[src/hw/rtl/prle_pkg.sv]
package prle_pkg;

   // literal buffer and run limits
   localparam int LIT_MAX = 60;
   localparam int RUN_MAX = 129;

   localparam int LIT_CW  = $clog2(LIT_MAX + 1);
   localparam int LIT_AW  = $clog2(LIT_MAX);
   localparam int HELD_CW = $clog2(RUN_MAX + 1);

   typedef logic [LIT_CW-1:0]  lit_cnt_type;
   typedef logic [LIT_AW-1:0]  lit_addr_type;
   typedef logic [HELD_CW-1:0] held_cnt_type;

   // top bit of a header marks a run
   localparam logic RUN_FLAG = 1'b1;
   localparam logic LIT_FLAG = 1'b0;

   // sequencer to output stage
   typedef struct packed {
      logic       emit;
      logic [7:0] emit_byte;
      logic       close;
      logic       close_fin;
   } out_req_type;

   // output stage to sequencer
   typedef struct packed {
      logic room;
      logic pend_vld;
   } out_sts_type;

   // literal store access
   typedef struct packed {
      logic         wr_en;
      lit_addr_type wr_addr;
      logic [7:0]   wr_data;
      lit_addr_type rd_addr;
   } mem_req_type;

endpackage

[src/hw/rtl/prle_lit_mem.sv]
module prle_lit_mem (
   input  logic                  clock,
   input  prle_pkg::mem_req_type mem_req,
   output logic [7:0]            rd_data
);

   logic [7:0] store_ff [prle_pkg::LIT_MAX];
   logic [7:0] rd_data_ff;

   // one write port, one registered read port
   always_ff @(posedge clock) begin
      if (mem_req.wr_en) begin
         store_ff[mem_req.wr_addr] <= mem_req.wr_data;
      end
      rd_data_ff <= store_ff[mem_req.rd_addr];
   end

   assign rd_data = rd_data_ff;

endmodule

[src/hw/rtl/prle_out.sv]
module prle_out (
   input  logic                  clock,
   input  logic                  reset,
   input  prle_pkg::out_req_type out_req,
   output prle_pkg::out_sts_type out_sts,
   output logic                  rsp_valid,
   input  logic                  rsp_stall,
   output logic [7:0]            rsp_out_byte,
   output logic                  rsp_last_of_burst,
   output logic                  rsp_end_of_stream
);

   logic       pend_vld_ff, pend_vld_in;
   logic [7:0] pend_byte_ff, pend_byte_in;
   logic       rsp_valid_ff, rsp_valid_in;
   logic [7:0] rsp_byte_ff, rsp_byte_in;
   logic       rsp_last_ff, rsp_last_in;
   logic       rsp_eos_ff, rsp_eos_in;
   logic       out_free;
   logic       load;

   // a word is held back one step so the last of a burst can be flagged
   assign out_free = !rsp_valid_ff || !rsp_stall;
   assign load     = pend_vld_ff && (out_req.emit || out_req.close);

   assign out_sts.room     = !pend_vld_ff || out_free;
   assign out_sts.pend_vld = pend_vld_ff;

   // next values of the held word and the output register
   always_comb begin
      pend_vld_in  = pend_vld_ff;
      pend_byte_in = pend_byte_ff;
      rsp_valid_in = rsp_valid_ff;
      rsp_byte_in  = rsp_byte_ff;
      rsp_last_in  = rsp_last_ff;
      rsp_eos_in   = rsp_eos_ff;
      if (load) begin
         rsp_valid_in = 1'b1;
         rsp_byte_in  = pend_byte_ff;
         rsp_last_in  = out_req.close;
         rsp_eos_in   = out_req.close && out_req.close_fin;
      end else if (!rsp_stall) begin
         rsp_valid_in = 1'b0;
      end
      if (out_req.emit) begin
         pend_vld_in  = 1'b1;
         pend_byte_in = out_req.emit_byte;
      end else if (out_req.close) begin
         pend_vld_in = 1'b0;
      end
   end

   always_ff @(posedge clock) begin
      if (reset) begin
         pend_vld_ff  <= 1'b0;
         rsp_valid_ff <= 1'b0;
      end else begin
         pend_vld_ff  <= pend_vld_in;
         rsp_valid_ff <= rsp_valid_in;
      end
      pend_byte_ff <= pend_byte_in;
      rsp_byte_ff  <= rsp_byte_in;
      rsp_last_ff  <= rsp_last_in;
      rsp_eos_ff   <= rsp_eos_in;
   end

   assign rsp_valid         = rsp_valid_ff;
   assign rsp_out_byte      = rsp_byte_ff;
   assign rsp_last_of_burst = rsp_last_ff;
   assign rsp_end_of_stream = rsp_eos_ff;

endmodule

[src/hw/rtl/prle_seq.sv]
module prle_seq (
   input  logic                  clock,
   input  logic                  reset,
   input  logic                  req_valid,
   output logic                  req_stall,
   input  logic [7:0]            req_data_byte,
   input  logic                  req_final_byte,
   input  prle_pkg::out_sts_type out_sts,
   output prle_pkg::out_req_type out_req,
   output prle_pkg::mem_req_type mem_req,
   input  logic [7:0]            rd_data
);

   localparam logic [3:0] ST_IDLE    = 4'd0;
   localparam logic [3:0] ST_MATCH   = 4'd1;
   localparam logic [3:0] ST_RUNCHK  = 4'd2;
   localparam logic [3:0] ST_RETIRE  = 4'd3;
   localparam logic [3:0] ST_NEW     = 4'd4;
   localparam logic [3:0] ST_FIN     = 4'd5;
   localparam logic [3:0] ST_FRUN    = 4'd6;
   localparam logic [3:0] ST_DONE    = 4'd7;
   localparam logic [3:0] ST_FL_HDR  = 4'd8;
   localparam logic [3:0] ST_FL_DATA = 4'd9;
   localparam logic [3:0] ST_RN_HDR  = 4'd10;
   localparam logic [3:0] ST_RN_DATA = 4'd11;

   logic [3:0]             state_ff, state_in;
   logic [3:0]             ret_ff, ret_in;
   prle_pkg::held_cnt_type held_ff, held_in;
   logic [7:0]             hbyte_ff, hbyte_in;
   prle_pkg::lit_cnt_type  lit_ff, lit_in;
   prle_pkg::lit_addr_type idx_ff, idx_in;
   logic [7:0]             b_ff, b_in;
   logic                   fin_ff, fin_in;
   logic [3:0]             end_next;
   logic                   lit_full;
   logic                   idx_last;
   logic                   run_done;

   assign req_stall = (state_ff != ST_IDLE);

   // where an item goes once its own step is over
   assign end_next = fin_ff ? ST_FIN : (out_sts.pend_vld ? ST_DONE : ST_IDLE);

   assign lit_full = (lit_ff + prle_pkg::lit_cnt_type'(1))
                     == prle_pkg::lit_cnt_type'(prle_pkg::LIT_MAX);
   assign idx_last = prle_pkg::lit_cnt_type'(idx_ff)
                     == (lit_ff - prle_pkg::lit_cnt_type'(1));
   assign run_done = held_ff >= prle_pkg::held_cnt_type'(prle_pkg::RUN_MAX);

   // step sequencer with literal flush and run send as shared sub-sequences
   always_comb begin
      state_in = state_ff;
      ret_in   = ret_ff;
      held_in  = held_ff;
      hbyte_in = hbyte_ff;
      lit_in   = lit_ff;
      idx_in   = idx_ff;
      b_in     = b_ff;
      fin_in   = fin_ff;
      out_req  = '0;
      mem_req.wr_en   = 1'b0;
      mem_req.wr_addr = lit_ff[prle_pkg::LIT_AW-1:0];
      mem_req.wr_data = hbyte_ff;
      mem_req.rd_addr = idx_ff;

      case (state_ff)
         ST_IDLE: begin
            if (req_valid) begin
               b_in   = req_data_byte;
               fin_in = req_final_byte;
               if (held_ff != '0 && req_data_byte == hbyte_ff) begin
                  held_in  = held_ff + prle_pkg::held_cnt_type'(1);
                  state_in = ST_MATCH;
               end else begin
                  state_in = ST_RETIRE;
               end
            end
         end
         // second copy starts a run: literal goes out first
         ST_MATCH: begin
            if (held_ff == prle_pkg::held_cnt_type'(2) && lit_ff != '0) begin
               ret_in   = ST_RUNCHK;
               state_in = ST_FL_HDR;
            end else begin
               state_in = ST_RUNCHK;
            end
         end
         ST_RUNCHK: begin
            if (run_done) begin
               ret_in   = ST_FIN;
               state_in = ST_RN_HDR;
            end else begin
               state_in = end_next;
            end
         end
         // byte differs: send the run, or move a single byte to the literal, then hold the new byte
         ST_RETIRE: begin
            if (held_ff >= prle_pkg::held_cnt_type'(2)) begin
               ret_in   = ST_NEW;
               state_in = ST_RN_HDR;
            end else if (held_ff == prle_pkg::held_cnt_type'(1)) begin
               mem_req.wr_en = 1'b1;
               lit_in        = lit_ff + prle_pkg::lit_cnt_type'(1);
               if (lit_full) begin
                  held_in  = '0;
                  ret_in   = ST_NEW;
                  state_in = ST_FL_HDR;
               end else begin
                  hbyte_in = b_ff;
                  held_in  = prle_pkg::held_cnt_type'(1);
                  state_in = end_next;
               end
            end else begin
               hbyte_in = b_ff;
               held_in  = prle_pkg::held_cnt_type'(1);
               state_in = end_next;
            end
         end
         ST_NEW: begin
            hbyte_in = b_ff;
            held_in  = prle_pkg::held_cnt_type'(1);
            state_in = end_next;
         end
         // last byte: drain literal, then run; a lone held byte joins the literal first
         ST_FIN: begin
            if (!fin_ff) begin
               state_in = out_sts.pend_vld ? ST_DONE : ST_IDLE;
            end else if (held_ff >= prle_pkg::held_cnt_type'(2)) begin
               ret_in   = ST_FRUN;
               state_in = ST_FL_HDR;
            end else if (held_ff == prle_pkg::held_cnt_type'(1)) begin
               mem_req.wr_en = 1'b1;
               lit_in        = lit_ff + prle_pkg::lit_cnt_type'(1);
               held_in       = '0;
               ret_in        = ST_DONE;
               state_in      = ST_FL_HDR;
            end else begin
               ret_in   = ST_DONE;
               state_in = ST_FL_HDR;
            end
         end
         ST_FRUN: begin
            ret_in   = ST_DONE;
            state_in = ST_RN_HDR;
         end
         // flag the held word as last of the burst, clear state after the image
         ST_DONE: begin
            if (out_sts.room) begin
               out_req.close     = 1'b1;
               out_req.close_fin = fin_ff;
               if (fin_ff) begin
                  held_in  = '0;
                  hbyte_in = '0;
                  lit_in   = '0;
               end
               state_in = ST_IDLE;
            end
         end
         ST_FL_HDR: begin
            mem_req.rd_addr = '0;
            if (lit_ff == '0) begin
               state_in = ret_ff;
            end else if (out_sts.room) begin
               out_req.emit      = 1'b1;
               out_req.emit_byte = {prle_pkg::LIT_FLAG,
                                    7'(lit_ff - prle_pkg::lit_cnt_type'(1))};
               idx_in   = '0;
               state_in = ST_FL_DATA;
            end
         end
         // one stored byte per cycle while the output has room, next address read ahead
         ST_FL_DATA: begin
            if (out_sts.room) begin
               out_req.emit      = 1'b1;
               out_req.emit_byte = rd_data;
               if (idx_last) begin
                  lit_in   = '0;
                  state_in = ret_ff;
               end else begin
                  idx_in          = idx_ff + prle_pkg::lit_addr_type'(1);
                  mem_req.rd_addr = idx_ff + prle_pkg::lit_addr_type'(1);
               end
            end
         end
         ST_RN_HDR: begin
            if (out_sts.room) begin
               out_req.emit      = 1'b1;
               out_req.emit_byte = {prle_pkg::RUN_FLAG,
                                    7'(held_ff - prle_pkg::held_cnt_type'(2))};
               state_in = ST_RN_DATA;
            end
         end
         ST_RN_DATA: begin
            if (out_sts.room) begin
               out_req.emit      = 1'b1;
               out_req.emit_byte = hbyte_ff;
               held_in           = '0;
               state_in          = ret_ff;
            end
         end
         default: begin
            state_in = ST_IDLE;
         end
      endcase
   end

   always_ff @(posedge clock) begin
      if (reset) begin
         state_ff <= ST_IDLE;
         ret_ff   <= ST_IDLE;
         held_ff  <= '0;
         hbyte_ff <= '0;
         lit_ff   <= '0;
      end else begin
         state_ff <= state_in;
         ret_ff   <= ret_in;
         held_ff  <= held_in;
         hbyte_ff <= hbyte_in;
         lit_ff   <= lit_in;
      end
      idx_ff <= idx_in;
      b_ff   <= b_in;
      fin_ff <= fin_in;
   end

endmodule

[src/hw/rtl/printer_rle_byte_encoder.sv]
// channel   | valid      | stall      | payload
// ----------+------------+------------+-------------------------------------------------
// input     | req_valid  | req_stall  | req_data_byte, req_final_byte
// result    | rsp_valid  | rsp_stall  | rsp_out_byte, rsp_last_of_burst, rsp_end_of_stream
//
// a differing byte steps through accept and retire, an equal one through accept, match and
// run check; a step that made words then closes its burst, a reload of the held byte follows
// a sent run or full literal, a run at its limit passes the last-byte step, and the last
// byte of an image passes it to choose what to drain; a run is sent as a header and its byte
// a literal flush sends a header, then one stored word per cycle while the output has room
// reset clears sequencer and counters; the literal store is not cleared
// rsp_stall holds the sequencer only while a word is waiting to move out

module printer_rle_byte_encoder (
   input  logic       clock,
   input  logic       reset,
   input  logic       req_valid,
   output logic       req_stall,
   input  logic [7:0] req_data_byte,
   input  logic       req_final_byte,
   output logic       rsp_valid,
   input  logic       rsp_stall,
   output logic [7:0] rsp_out_byte,
   output logic       rsp_last_of_burst,
   output logic       rsp_end_of_stream
);

   prle_pkg::out_req_type out_req;
   prle_pkg::out_sts_type out_sts;
   prle_pkg::mem_req_type mem_req;
   logic [7:0]            rd_data;

   // control and run/literal bookkeeping
   prle_seq u_seq (
      .clock          (clock),
      .reset          (reset),
      .req_valid      (req_valid),
      .req_stall      (req_stall),
      .req_data_byte  (req_data_byte),
      .req_final_byte (req_final_byte),
      .out_sts        (out_sts),
      .out_req        (out_req),
      .mem_req        (mem_req),
      .rd_data        (rd_data)
   );

   // pending literal bytes
   prle_lit_mem u_mem (
      .clock   (clock),
      .mem_req (mem_req),
      .rd_data (rd_data)
   );

   // held word and output register
   prle_out u_out (
      .clock             (clock),
      .reset             (reset),
      .out_req           (out_req),
      .out_sts           (out_sts),
      .rsp_valid         (rsp_valid),
      .rsp_stall         (rsp_stall),
      .rsp_out_byte      (rsp_out_byte),
      .rsp_last_of_burst (rsp_last_of_burst),
      .rsp_end_of_stream (rsp_end_of_stream)
   );

endmodule

[config.mk]
export PLATFORM = sky130hd
export DESIGN_NAME = printer_rle_byte_encoder
export DESIGN_NICKNAME = d
export VERILOG_FILES = /design/src/hw/rtl/prle_pkg.sv /design/src/hw/rtl/prle_lit_mem.sv /design/src/hw/rtl/prle_out.sv /design/src/hw/rtl/prle_seq.sv /design/src/hw/rtl/printer_rle_byte_encoder.sv
export SDC_FILE = /design/constraint.sdc
export NUM_CORES = 1
export LEC_CHECK = 0
export BUFFER_PORTS_ARGS = -buffer_cell sky130_fd_sc_hd__buf_4
export CAP_MARGIN = 20
export CORE_MARGIN = 3
export CORE_UTILIZATION = 40
export CTS_BUF_LIST = sky130_fd_sc_hd__clkbuf_4 sky130_fd_sc_hd__clkbuf_8
export DETAILED_ROUTE_END_ITERATION = 8
export HOLD_SLACK_MARGIN = 0.15
export PLACE_DENSITY = 0.58
export SYNTH_ARGS = -nofsm -noshare
export SYNTH_HDL_FRONTEND = slang
export SYNTH_SLANG_ARGS = --single-unit
[constraint.sdc]
create_clock -name clock -period 8.3 [get_ports clock]
set_input_delay 0.83 -clock clock [delete_from_list [all_inputs] [get_ports clock]]
set_output_delay 0.83 -clock clock [all_outputs]
set_load 0.01 [all_outputs]
==> impl_metrics.csv, run 1 <==
group,metric,value,unit
pwr,power_density,284,nW/um2
final_layout,nNetsFinal,1781,
hold_path,hp-class,"in -> reg",
timing,layout_min_cycle_time,5.11,ns
detailed_routing,wl,59.1,mm
critical_path,path_cells,"or3_1 -> nor3_4 -> xnor3_1 -> a2111oi_2 -> or2_4 -> buf_4 -> nand2_1 -> a32o_1 -> a221oi_2 -> o2111ai_1 -> mux2i_1",
timing,maxSlewViolCount,0,
yosys,postSynthAreaPerCell,13.5,um2
critical_path,required,8.90,ns
floorplan,ios,25,
yosys,yosysSeqAreaShare,69.8,%
critical_path,critPathArrivalTime,5.71,ns
clocking,cts.sinks,552,
timing,hold_viol,0,
final_layout,utilization,45.5,%
critical_path,path_class,"reg -> reg",
placed_design,place_congestion,0.890,
detailed_routing,post_drt_wl_per_cell,22.9,um
grt,grt_usage,19.5,%
yosys,synth_edf_count,513,
yosys,synth_cell_types,72,
detailed_routing,dr.pass1.iters,5,
placed_design,post_dp_cell_area,24100,um2
final_layout,antenna_cells,0,
detailed_routing,drt_iter0_markers,1527,
yosys,synth_nets,1740,
timing,setup_tns,0,ns
timing,rsz0062_at_grt,"no",
yosys,synthSimpleGateAreaFrac,12.1,%
yosys,synth_area_leaders,"edfxtp_1 66%, mux2i_1 5.9%, nand2_1 5.0%, dfxtp_1 3.4%, nand3_1 2.5%",
final_layout,drive_above_1_share,13.7,%
clocking,cts_tree,"yes",
flow_run,maxCapViolCount,0,
yosys,synth_ff_type,"edfxtp_1",
clocking,clk_latency,0.70,ns
final_layout,final-seq-area,16200,um2
grt,grt_pass1_wl,88.9,mm
clocking,h-tree-depth,3,
final_layout,fillers,5035,
timing,worst_slew_pin_slew,1.14,ns
floorplan,core_area,56900,um2
floorplan,start_util,40.8,%
critical_path,max_stage_delay,0.79,ns
clocking,postCtsSetupBuffers,0,
detailed_routing,drc,0,
timing,slew_headroom,24.3,%
detailed_routing,viasPerCell,5.59,
yosys,synth_mux_area_share,6.79,%
yosys,synth_top_family_by_area,"simple AND/OR/NAND/NOR gates",
floorplan,dieArea,60900,um2
timing,clock.fmax,0.196,GHz
pwr,irDropWorstVdd,0.000155,V
yosys,netlist_area,23200,um2
placed_design,hpwl,34.6,mm
clocking,cts_buffers,92,
clocking,cts-root-buf,"clkbuf_8",
timing,whs,0.320,ns
critical_path,startpoint_type,"flip-flop",
grt,overflow,0,
yosys,synth_adder_area_share,0.485,%
yosys,ys_seq_elements,552,
grt,antenna_found_initial,0,
floorplan,rows,87,
critical_path,cp-end-kind,"flip-flop",
floorplan,die_x,247,um
yosys,synth_top_area_cell,"edfxtp_1",
final_layout,fin_area,25900,um2
grt,grt_pass1_vias,14179,
grt,grt_max_degree,129,
yosys,synth_compound_area_share,7.11,%
detailed_routing,drt.antenna.violating_nets,0,
critical_path,rrSetupSlack,3.19,ns
final_layout,multi_input_area,6570,um2
yosys,yosysWarnings,0,
critical_path,slowest_stage,"buf_4",
yosys,synthXorXnorAreaFrac,1.47,%
placed_design,portBuffers,24,
timing,fin_crit_sh,61.6,%
floorplan,fp.dieH,247,um
critical_path,crit_path_max_fanout,79,
yosys,syn_inst,1718,
final_layout,area_growth,11.7,%
timing,skew,0.0515,ns
timing,setup_viol,0,
clocking,clockBufferDepth,3,
detailed_routing,vias,14434,
pwr,p_leak,8.72,nW
clocking,post_cts_resized,0,
clocking,cts.clk_slew.worst_paths,0.06,ns
clocking,ctsHoldBuffers,0,
run_status,status,"finished clean",
yosys,synth_top_area_share,66.4,%
yosys,async_flop_share,0,%
[synthesized netlist by cell type, types with 10 or more instances]
| master | n |
|---|---|
| mux2i_1 | 136 |
| mux2_2 | 19 |
| xnor2_1 | 22 |
| dfxtp_1 | 39 |
| inv_1 | 14 |
| buf_1 | 12 |
| nand2_1 | 306 |
| a21oi_1 | 42 |
| nand3_1 | 118 |
| edfxtp_1 | 513 |
| clkbuf_1 | 54 |
| nor2_1 | 122 |
| nand4_1 | 16 |
| and3_1 | 22 |
| a41o_1 | 24 |
| nor3_1 | 10 |
| a32oi_1 | 17 |
| buf_2 | 26 |
| o21ai_0 | 28 |
[layout make-up]
| class | instances | share of cell area, % |
|---|---|---|
| clock inverter | 27 | 0.599 |
| clock buffer | 133 | 6.22 |
| sequential | 552 | 62.5 |
| multi-input combinational | 1050 | 25.3 |
| timing repair buffer | 49 | 1.47 |
| tap | 756 | 3.65 |
| inverter | 14 | 0.203 |
[kinds of logic (layout without fill, tap and decap cells)]
logic type	count (synthesis)	in the layout
AO/OA/AOI/OAI	214	214
XOR/XNOR	34	34
adder cells (fa/ha/maj)	9	9
buffers and inverters	116	223
flip-flops	552	552
multiplexers	155	155
AND/OR/NAND/NOR	638	638
[critical path: cells and delay by family (launching register included)]
family / cells / cell delay (ns)
DFF: 1 / 0.45
buffers and inverters: 1 / 0.79
AOI/OAI and AO/OA: 4 / 1.36
xor gates and xnor gates: 1 / 0.37
and+or+nand+nor: 4 / 1.72
muxes: 1 / 0.23
[layout by cell type, fill, tap and decap left out, drive strengths merged, types with 11 or more instances in the layout]
cell / netlist / routed
clkinv: 0 / 21
nand3: 118 / 118
buf: 48 / 49
clkbuf: 54 / 133
nor2: 122 / 122
and3: 22 / 22
nand2: 306 / 306
xnor2: 22 / 22
nand4: 16 / 16
edfxtp: 513 / 513
a21oi: 43 / 43
o21ai: 29 / 29
a41o: 24 / 24
a32oi: 17 / 17
dfxtp: 39 / 39
a211oi: 11 / 11
mux2: 19 / 19
nor3: 13 / 13
mux2i: 136 / 136
inv: 14 / 18
[through the flow]
| stage | std cells | setup slack, ns | power [mW] |
|---|---|---|---|
| floorplan | 1718 | 5.04 | 4.50 |
| global placement | 2420 | 3.35 | 5.06 |
| detailed placement | 2420 | 3.22 | 5.08 |
| CTS | 2580 | 3.22 | 7.40 |
| global route | 2581 | 2.91 | 7.67 |
| finish | 2581 | 3.19 | 7.35 |
[worst paths after layout]
| kind | from | endpoint | cells past startpoint |
|---|---|---|---|
| worst max register to register | u_seq.lit_ff[2] | u_mem.rd_data[2] | 11 |
| worst min register to register | u_out.pend_byte_ff[7] | u_out.rsp_out_byte[7] | 0 |
| worst max-delay path | u_seq.lit_ff[2] | u_mem.rd_data[2] | 11 |
| worst min-delay path | req_final_byte | u_seq.fin_ff | 1 |
[flip-flops by register name, indices dropped and copies added, names as in the netlist, 6 cells and up]
signal              cells
u_mem.store_ff        480
u_mem.rd_data           8
u_out.pend_byte_ff      8
u_out.rsp_out_byte      8
u_seq.b_ff              8
u_seq.hbyte_ff          8
u_seq.held_ff           8
u_seq.idx_ff            6
u_seq.lit_ff            6
[layer usage]
layer | track usage, % | up-vias | part of all wire [%]
li1 | - | 6556 | -
met1 | 27.3 | 7214 | 45
met2 | 30.4 | 552 | 46
met3 | 3.34 | 112 | 6.4
met4 | 7.46 | 0 | 2.8
met5 | 0 | - | 0
[power breakdown]
group	internal, mW	switching (mW)	total, mW
Clock	1.25	1.07	2.32
Combinational	0.515	1.16	1.68
Sequential	3.28	0.0652	3.35
Total	5.05	2.30	7.35
(Power assumes the default switching activity.)
==> inputs of run 2 (changes only) <==
Settings changed: ABC_AREA set to 1, PLACE_DENSITY 0.58 to 0.6.
Clock period 8.3 ns to 4.1 ns, I/O delays scaled along.
==> run 2 against run 1 <==
Hold slack got worse by 0.056 ns. Die area increased by 7.7%. Clock power rose by 130%. Largest cell class unchanged.
==> impl_metrics.csv, run 2 <==
group,metric,value,unit
pwr,pwr-share-clk,36.7,%
floorplan,die_x,256,um
clocking,cts_tree,"yes",
yosys,synth_nets,2460,
critical_path,critPathArrivalTime,4.31,ns
clocking,cts.clk_slew.worst_paths,0.06,ns
pwr,power.switching,4.06,mW
floorplan,ios,25,
final_layout,multi_input_area,6950,um2
clocking,cts-root-buf,"clkbuf_8",
critical_path,path_cells,"inv_1 -> ha_1 -> inv_1 -> nand2_1 -> nand2_1 -> nor2_1 -> nand2_1 -> nor2_2 -> nand3_4 -> nand2_1 -> nand2_1 -> nand3_4 -> buf_12 -> nand3b_1 -> nand3_1 -> nand3_1 -> nand3_1 -> nand3_1 -> nand3_1 -> nand2_1",
critical_path,startpoint_type,"flip-flop",
placed_design,place_inst,3219,
yosys,synth_top_area_share,61.5,%
yosys,netlist_area,25000,um2
timing,layout_min_cycle_time,3.76,ns
floorplan,rows,91,
floorplan,dieArea,65600,um2
yosys,synth_top_area_cell,"edfxtp_1",
grt,overflow,0,
yosys,syn_inst,2438,
timing,maxSlewViolCount,0,
critical_path,path_class,"reg -> reg",
grt,grt_pass1_vias,17714,
clocking,clk_latency,0.68,ns
flow_run,maxCapViolCount,0,
yosys,synth_cell_types,45,
timing,whs,0.265,ns
detailed_routing,drt.antenna.violating_nets,0,
grt,grt_usage,20.4,%
placed_design,hpwl,38.6,mm
critical_path,worst-path-buf-inv,3,
final_layout,most-common-layout-cells,"513 x edfxtp_1, 511 x nand2_1, 473 x nand3_1",
grt,grt_max_degree,178,
final_layout,layout_commonest_cell,"edfxtp_1",
timing,skew,0.0300,ns
yosys,synth_commonest_cells,"513 x edfxtp_1, 512 x nand2_1, 473 x nand3_1",
timing,setup_tns,0,ns
final_layout,nNetsFinal,2510,
clocking,cts_buffers,92,
detailed_routing,drc,0,
yosys,async_flop_share,0,%
pwr,p_seq_share,47.4,%
yosys,yosysSeqAreaShare,64.6,%
yosys,synth_ff_type,"edfxtp_1",
timing,slew_headroom,33.4,%
final_layout,stdcell_count,3404,
final_layout,final-seq-area,16200,um2
floorplan,core_area,61800,um2
pwr,p_leak,11.2,nW
clocking,clockBufferDepth,3,
yosys,synth_edf_count,513,
placed_design,place_congestion,0.901,
clocking,cts.sinks,552,
yosys,yosysWarnings,0,
final_layout,drive_above_1_share,10.2,%
detailed_routing,dr.pass1.iters,6,
grt,antenna_found_initial,0,
floorplan,start_util,40.5,%
timing,rsz0062_at_grt,"no",
yosys,synth_area_leaders,"edfxtp_1 62%, nand3_1 9.5%, nand2_1 7.7%, inv_1 5.0%, nand3b_1 3.7%",
pwr,p_sw_share,28.5,%
detailed_routing,viasPerCell,5.29,
critical_path,cp-end-kind,"flip-flop",
final_layout,largest-register,"u_mem.store_ff",
pwr,pwr-share-comb,16.0,%
grt,grt_pass1_wl,105,mm
timing,fin_crit_sh,91.8,%
detailed_routing,vias,17995,
yosys,ys_seq_elements,552,
timing,setup_viol,0,
timing,worst_slew_pin_slew,0.999,ns
clocking,post_cts_resized,0,
pwr,power_density,505,nW/um2
final_layout,fillers,5742,
detailed_routing,wl,67.8,mm
critical_path,crit_family,"simple AND/OR/NAND/NOR gates",
timing,clock.fmax,0.266,GHz
critical_path,slowest_stage,"buf_12",
yosys,synth_most_common_cell,"edfxtp_1",
final_layout,area_growth,12.8,%
floorplan,fp.dieH,256,um
pwr,irDropWorstVdd,0.000309,V
critical_path,required,4.65,ns
critical_path,max_stage_delay,0.58,ns
detailed_routing,drt_iter0_markers,1925,
hold_path,hp-class,"in -> reg",
final_layout,largest_register_ffs,480,
critical_path,crit_path_max_fanout,177,
timing,hold_viol,0,
critical_path,critPathMostFrequentCell,"nand2_1",
yosys,postSynthAreaPerCell,10.3,um2
placed_design,place_ws,0.365,ns
pwr,power.internal,10.2,mW
timing,layout_setup_ws,0.335,ns
detailed_routing,post_drt_wl_per_cell,19.9,um
placed_design,portBuffers,24,
run_status,status,"finished clean",
clocking,h-tree-depth,3,
[run 2: cell type report]
cell class,count,area share [%]
clock inverters,32,0.993
repair buffers,84,2.69
inverters,340,4.52
clock buffers,140,6.09
well taps,837,3.71
multi-input cells,1418,24.6
flip-flops and latches,552,57.4
diodes,1,0.00886
[run 2: power by group through the flow]
| stage | clock, mW | combinational (mW) | sequential (mW) |
|---|---|---|---|
| 5_1_grt | 5.58 | 2.50 | 6.77 |
| 4_1_cts | 5.31 | 2.27 | 6.76 |
| 3_5_place_dp | 0 | 2.25 | 6.88 |
| 6_report | 5.23 | 2.28 | 6.76 |
| 2_1_floorplan | 0 | 1.22 | 7.02 |
| 3_3_place_gp | 0 | 2.23 | 6.87 |
[run 2: worst paths after layout]
check                                            from               endpoint  slack [ns]  depth (start not counted)
worst min-delay path                        req_valid           u_seq.fin_ff        0.26                          3
worst min register to register  u_out.pend_byte_ff[2]  u_out.rsp_out_byte[2]        0.43                          0
worst max register to register        u_seq.lit_ff[1]       u_mem.rd_data[6]        0.34                         20
worst max-delay path                  u_seq.lit_ff[1]       u_mem.rd_data[6]        0.34                         20
[run 2: timing repair]
item / 4_1_cts / 5_1_grt
buffers inserted: 0 / 0
hold endpoints to repair: 28 / 0
hold buffers: 12 / 0
setup endpoints to repair: 0 / 0
[run 2: worst min-delay path, cell delays in order]
cell and delay, ns:
buf_4 0.11, inv_1 0.04, nor2_1 0.16
[run 2: metal layers]
layer / global-route usage, % / wire length, um / vias to the layer above
met5: 0 / 0 / -
met4: 6.67 / 1950 / 0
met3: 4.01 / 5100 / 141
met2: 32.3 / 31500 / 689
met1: 28.5 / 29200 / 8786
li1: - / - / 8379
[run 2: stage by stage]
step,instance area [um2],total power [mW],util [%]
after floorplan,25000,8.24,-
after global placement,26100,9.10,42.2
after detailed placement,26100,9.13,42.2
after CTS,28200,14.3,45.7
after global routing,28200,14.8,45.7
final,28200,14.3,45.7
[run 2: cell families after synthesis]
kind of cell,after synthesis,share of synthesized area [%]
buffers and inverters,468,7.80
AOI/OAI and AO/OA,126,2.96
and+or+nand+nor,1270,23.7
DFF,552,64.6
xor gates and xnor gates,13,0.455
adders and majority gates,9,0.450
==> inputs of run 3 (changes only) <==
Settings changed: PLACE_DENSITY 0.6 to 0.58.
Clock period 4.1 ns to 4.6 ns, I/O delays scaled along.
==> run 3 against run 2 <==
Register-to-register slack better by 0.29 ns. Clock skew is 0.0033 ns lower. First-iteration DRC count shrank 16%. Via count shrank 1.0%. Critical path depth fell by 1. Non-clock buffer count shrank 20. Wire length up 2.6%. Clock power decreased by 18%. Largest power group unchanged. Highest routed layer is now met5.
==> impl_metrics.csv, run 3 (synthesis gave the netlist of run 2 again) <==
group,metric,value,unit
run_status,status,"finished clean",
pwr,power.internal,8.75,mW
grt,grt_usage,21.1,%
floorplan,fp.dieH,256,um
timing,setup_viol,0,
timing,maxSlewViolCount,0,
final_layout,multi_input_area,6950,um2
placed_design,hpwl,40.6,mm
timing,layout_min_cycle_time,3.98,ns
timing,rsz0062_at_grt,"no",
clocking,h-tree-depth,3,
critical_path,critPathArrivalTime,4.59,ns
detailed_routing,drt_iter0_markers,1618,
timing,slew_headroom,33.3,%
final_layout,largest_register_ffs,480,
pwr,p_seq_share,48.5,%
detailed_routing,drc,0,
pwr,p_leak,11.0,nW
final_layout,fin_area,27800,um2
pwr,irDropWorstVdd,0.000323,V
clocking,cts-root-buf,"clkbuf_8",
timing,setup_tns,0,ns
critical_path,rrSetupSlack,0.62,ns
detailed_routing,wl,69.5,mm
final_layout,area_growth,11.2,%
pwr,power.switching,3.63,mW
floorplan,ios,25,
grt,overflow,0,
critical_path,crit_path_max_fanout,32,
final_layout,largest-register,"u_mem.store_ff",
critical_path,required,5.21,ns
placed_design,portBuffers,24,
final_layout,most-common-layout-cells,"513 x edfxtp_1, 511 x nand2_1, 473 x nand3_1",
placed_design,post_dp_cell_area,25900,um2
final_layout,fillers,5867,
detailed_routing,vias,17815,
timing,clock.fmax,0.251,GHz
detailed_routing,post_drt_wl_per_cell,20.6,um
detailed_routing,route.met2.wl,31.6,mm
pwr,power_density,444,nW/um2
grt,antenna_found_initial,1,
placed_design,place_inst,3199,
final_layout,nNetsFinal,2489,
final_layout,layout_commonest_cell,"edfxtp_1",
critical_path,startpoint_type,"flip-flop",
detailed_routing,dr.pass1.iters,7,
flow_run,maxCapViolCount,0,
clocking,cts.clk_slew.worst_paths,0.06,ns
floorplan,die_x,256,um
grt,grt_pass1_wl,106,mm
floorplan,start_util,40.5,%
floorplan,core_area,61800,um2
floorplan,rows,91,
placed_design,place_congestion,0.901,
timing,hold_viol,0,
clocking,clockBufferDepth,3,
detailed_routing,dr.max_layer_used,"met5",
hold_path,hp-class,"in -> reg",
detailed_routing,route.met3.wl,6.00,mm
clocking,post_cts_resized,0,
final_layout,drive_above_1_share,8.96,%
clocking,cts.sinks,552,
clocking,cts_buffers,91,
final_layout,antenna_cells,0,
pwr,power,12.4,mW
detailed_routing,wl_met1,29.5,mm
grt,grt_max_degree,178,
floorplan,dieArea,65600,um2
timing,fin_crit_sh,86.5,%
critical_path,cp-end-kind,"flip-flop",
clocking,cts_tree,"yes",
critical_path,path_class,"reg -> reg",
pwr,pwr-share-clk,34.6,%
clocking,clk_latency,0.68,ns
detailed_routing,drt.antenna.violating_nets,0,
pwr,pwr-share-comb,16.8,%
timing,skew,0.0266,ns
final_layout,final-seq-area,16200,um2
pwr,p_sw_share,29.3,%
grt,grt_pass1_vias,17763,
timing,worst_slew_pin_slew,1.00,ns
detailed_routing,viasPerCell,5.28,
final_layout,stdcell_count,3371,
-- run 3: path summary, 6_finish.rpt --
check	endpoint	cells past startpoint	startpoint
max	u_mem.rd_data[4]	19	u_seq.lit_ff[1]
max reg2reg	u_mem.rd_data[4]	19	u_seq.lit_ff[1]
min reg2reg	u_out.rsp_out_byte[1]	0	u_out.pend_byte_ff[1]
min	u_seq.fin_ff	3	req_valid
-- run 3: power by group through the flow --
| stage | combinational, mW | sequential [mW] | clock (mW) |
|---|---|---|---|
| after floorplan | 1.09 | 6.25 | 0 |
| after global placement | 2.04 | 6.10 | 0 |
| after detailed placement | 2.06 | 6.11 | 0 |
| after CTS | 2.07 | 6.00 | 4.38 |
| after global routing | 2.28 | 6.01 | 4.62 |
| final | 2.08 | 6.00 | 4.28 |
-- run 3: cell type report --
cell class / instances / area share (%)
Clock buffer: 123 / 5.54
Clock inverter: 37 / 0.867
Inverter: 340 / 4.58
Multi-Input combinational cell: 1418 / 25.0
Sequential cell: 552 / 58.2
Tap cell: 837 / 3.76
Timing Repair Buffer: 64 / 2.10
-- run 3: critical path: stages (launching register included) --
cell and delay [ns]:
dfxtp_1 0.48, inv_1 0.16, ha_1 0.34, inv_1 0.06
nand2_1 0.05, nand2_1 0.05, nor2_1 0.10, nand2_1 0.07
nor2_2 0.16, nand3_4 0.14, nand4_1 0.16, nand3_1 0.14
nand2_2 0.11, clkinv_1 0.52, buf_4 0.51, nand3_1 0.17
nand3_1 0.18, nand3_1 0.27, nand3_1 0.13, nand2_1 0.09
-- run 3: through the flow --
step / util [%] / hold slack (ns) / setup slack (ns)
after floorplan: - / 0.400 / 1.91
after global placement: 42.0 / 0.414 / 0.782
final: 45.0 / 0.315 / 0.621
after CTS: 45.0 / 0.270 / 0.699
after global routing: 45.0 / 0.314 / 0.407
after detailed placement: 42.0 / 0.418 / 0.721
-- run 3: what timing repair did --
item | 4_1_cts | 5_1_grt
hold endpoints to repair | 28 | 0
hold buffers | 12 | 0
buffers inserted | 0 | 0
-- run 3: metal layers --
layer | global-route usage (%) | vias up
met5 | 0 | -
met4 | 8.03 | 4
met3 | 5.96 | 159
met2 | 32.7 | 646
met1 | 28.2 | 8676
li1 | - | 8330
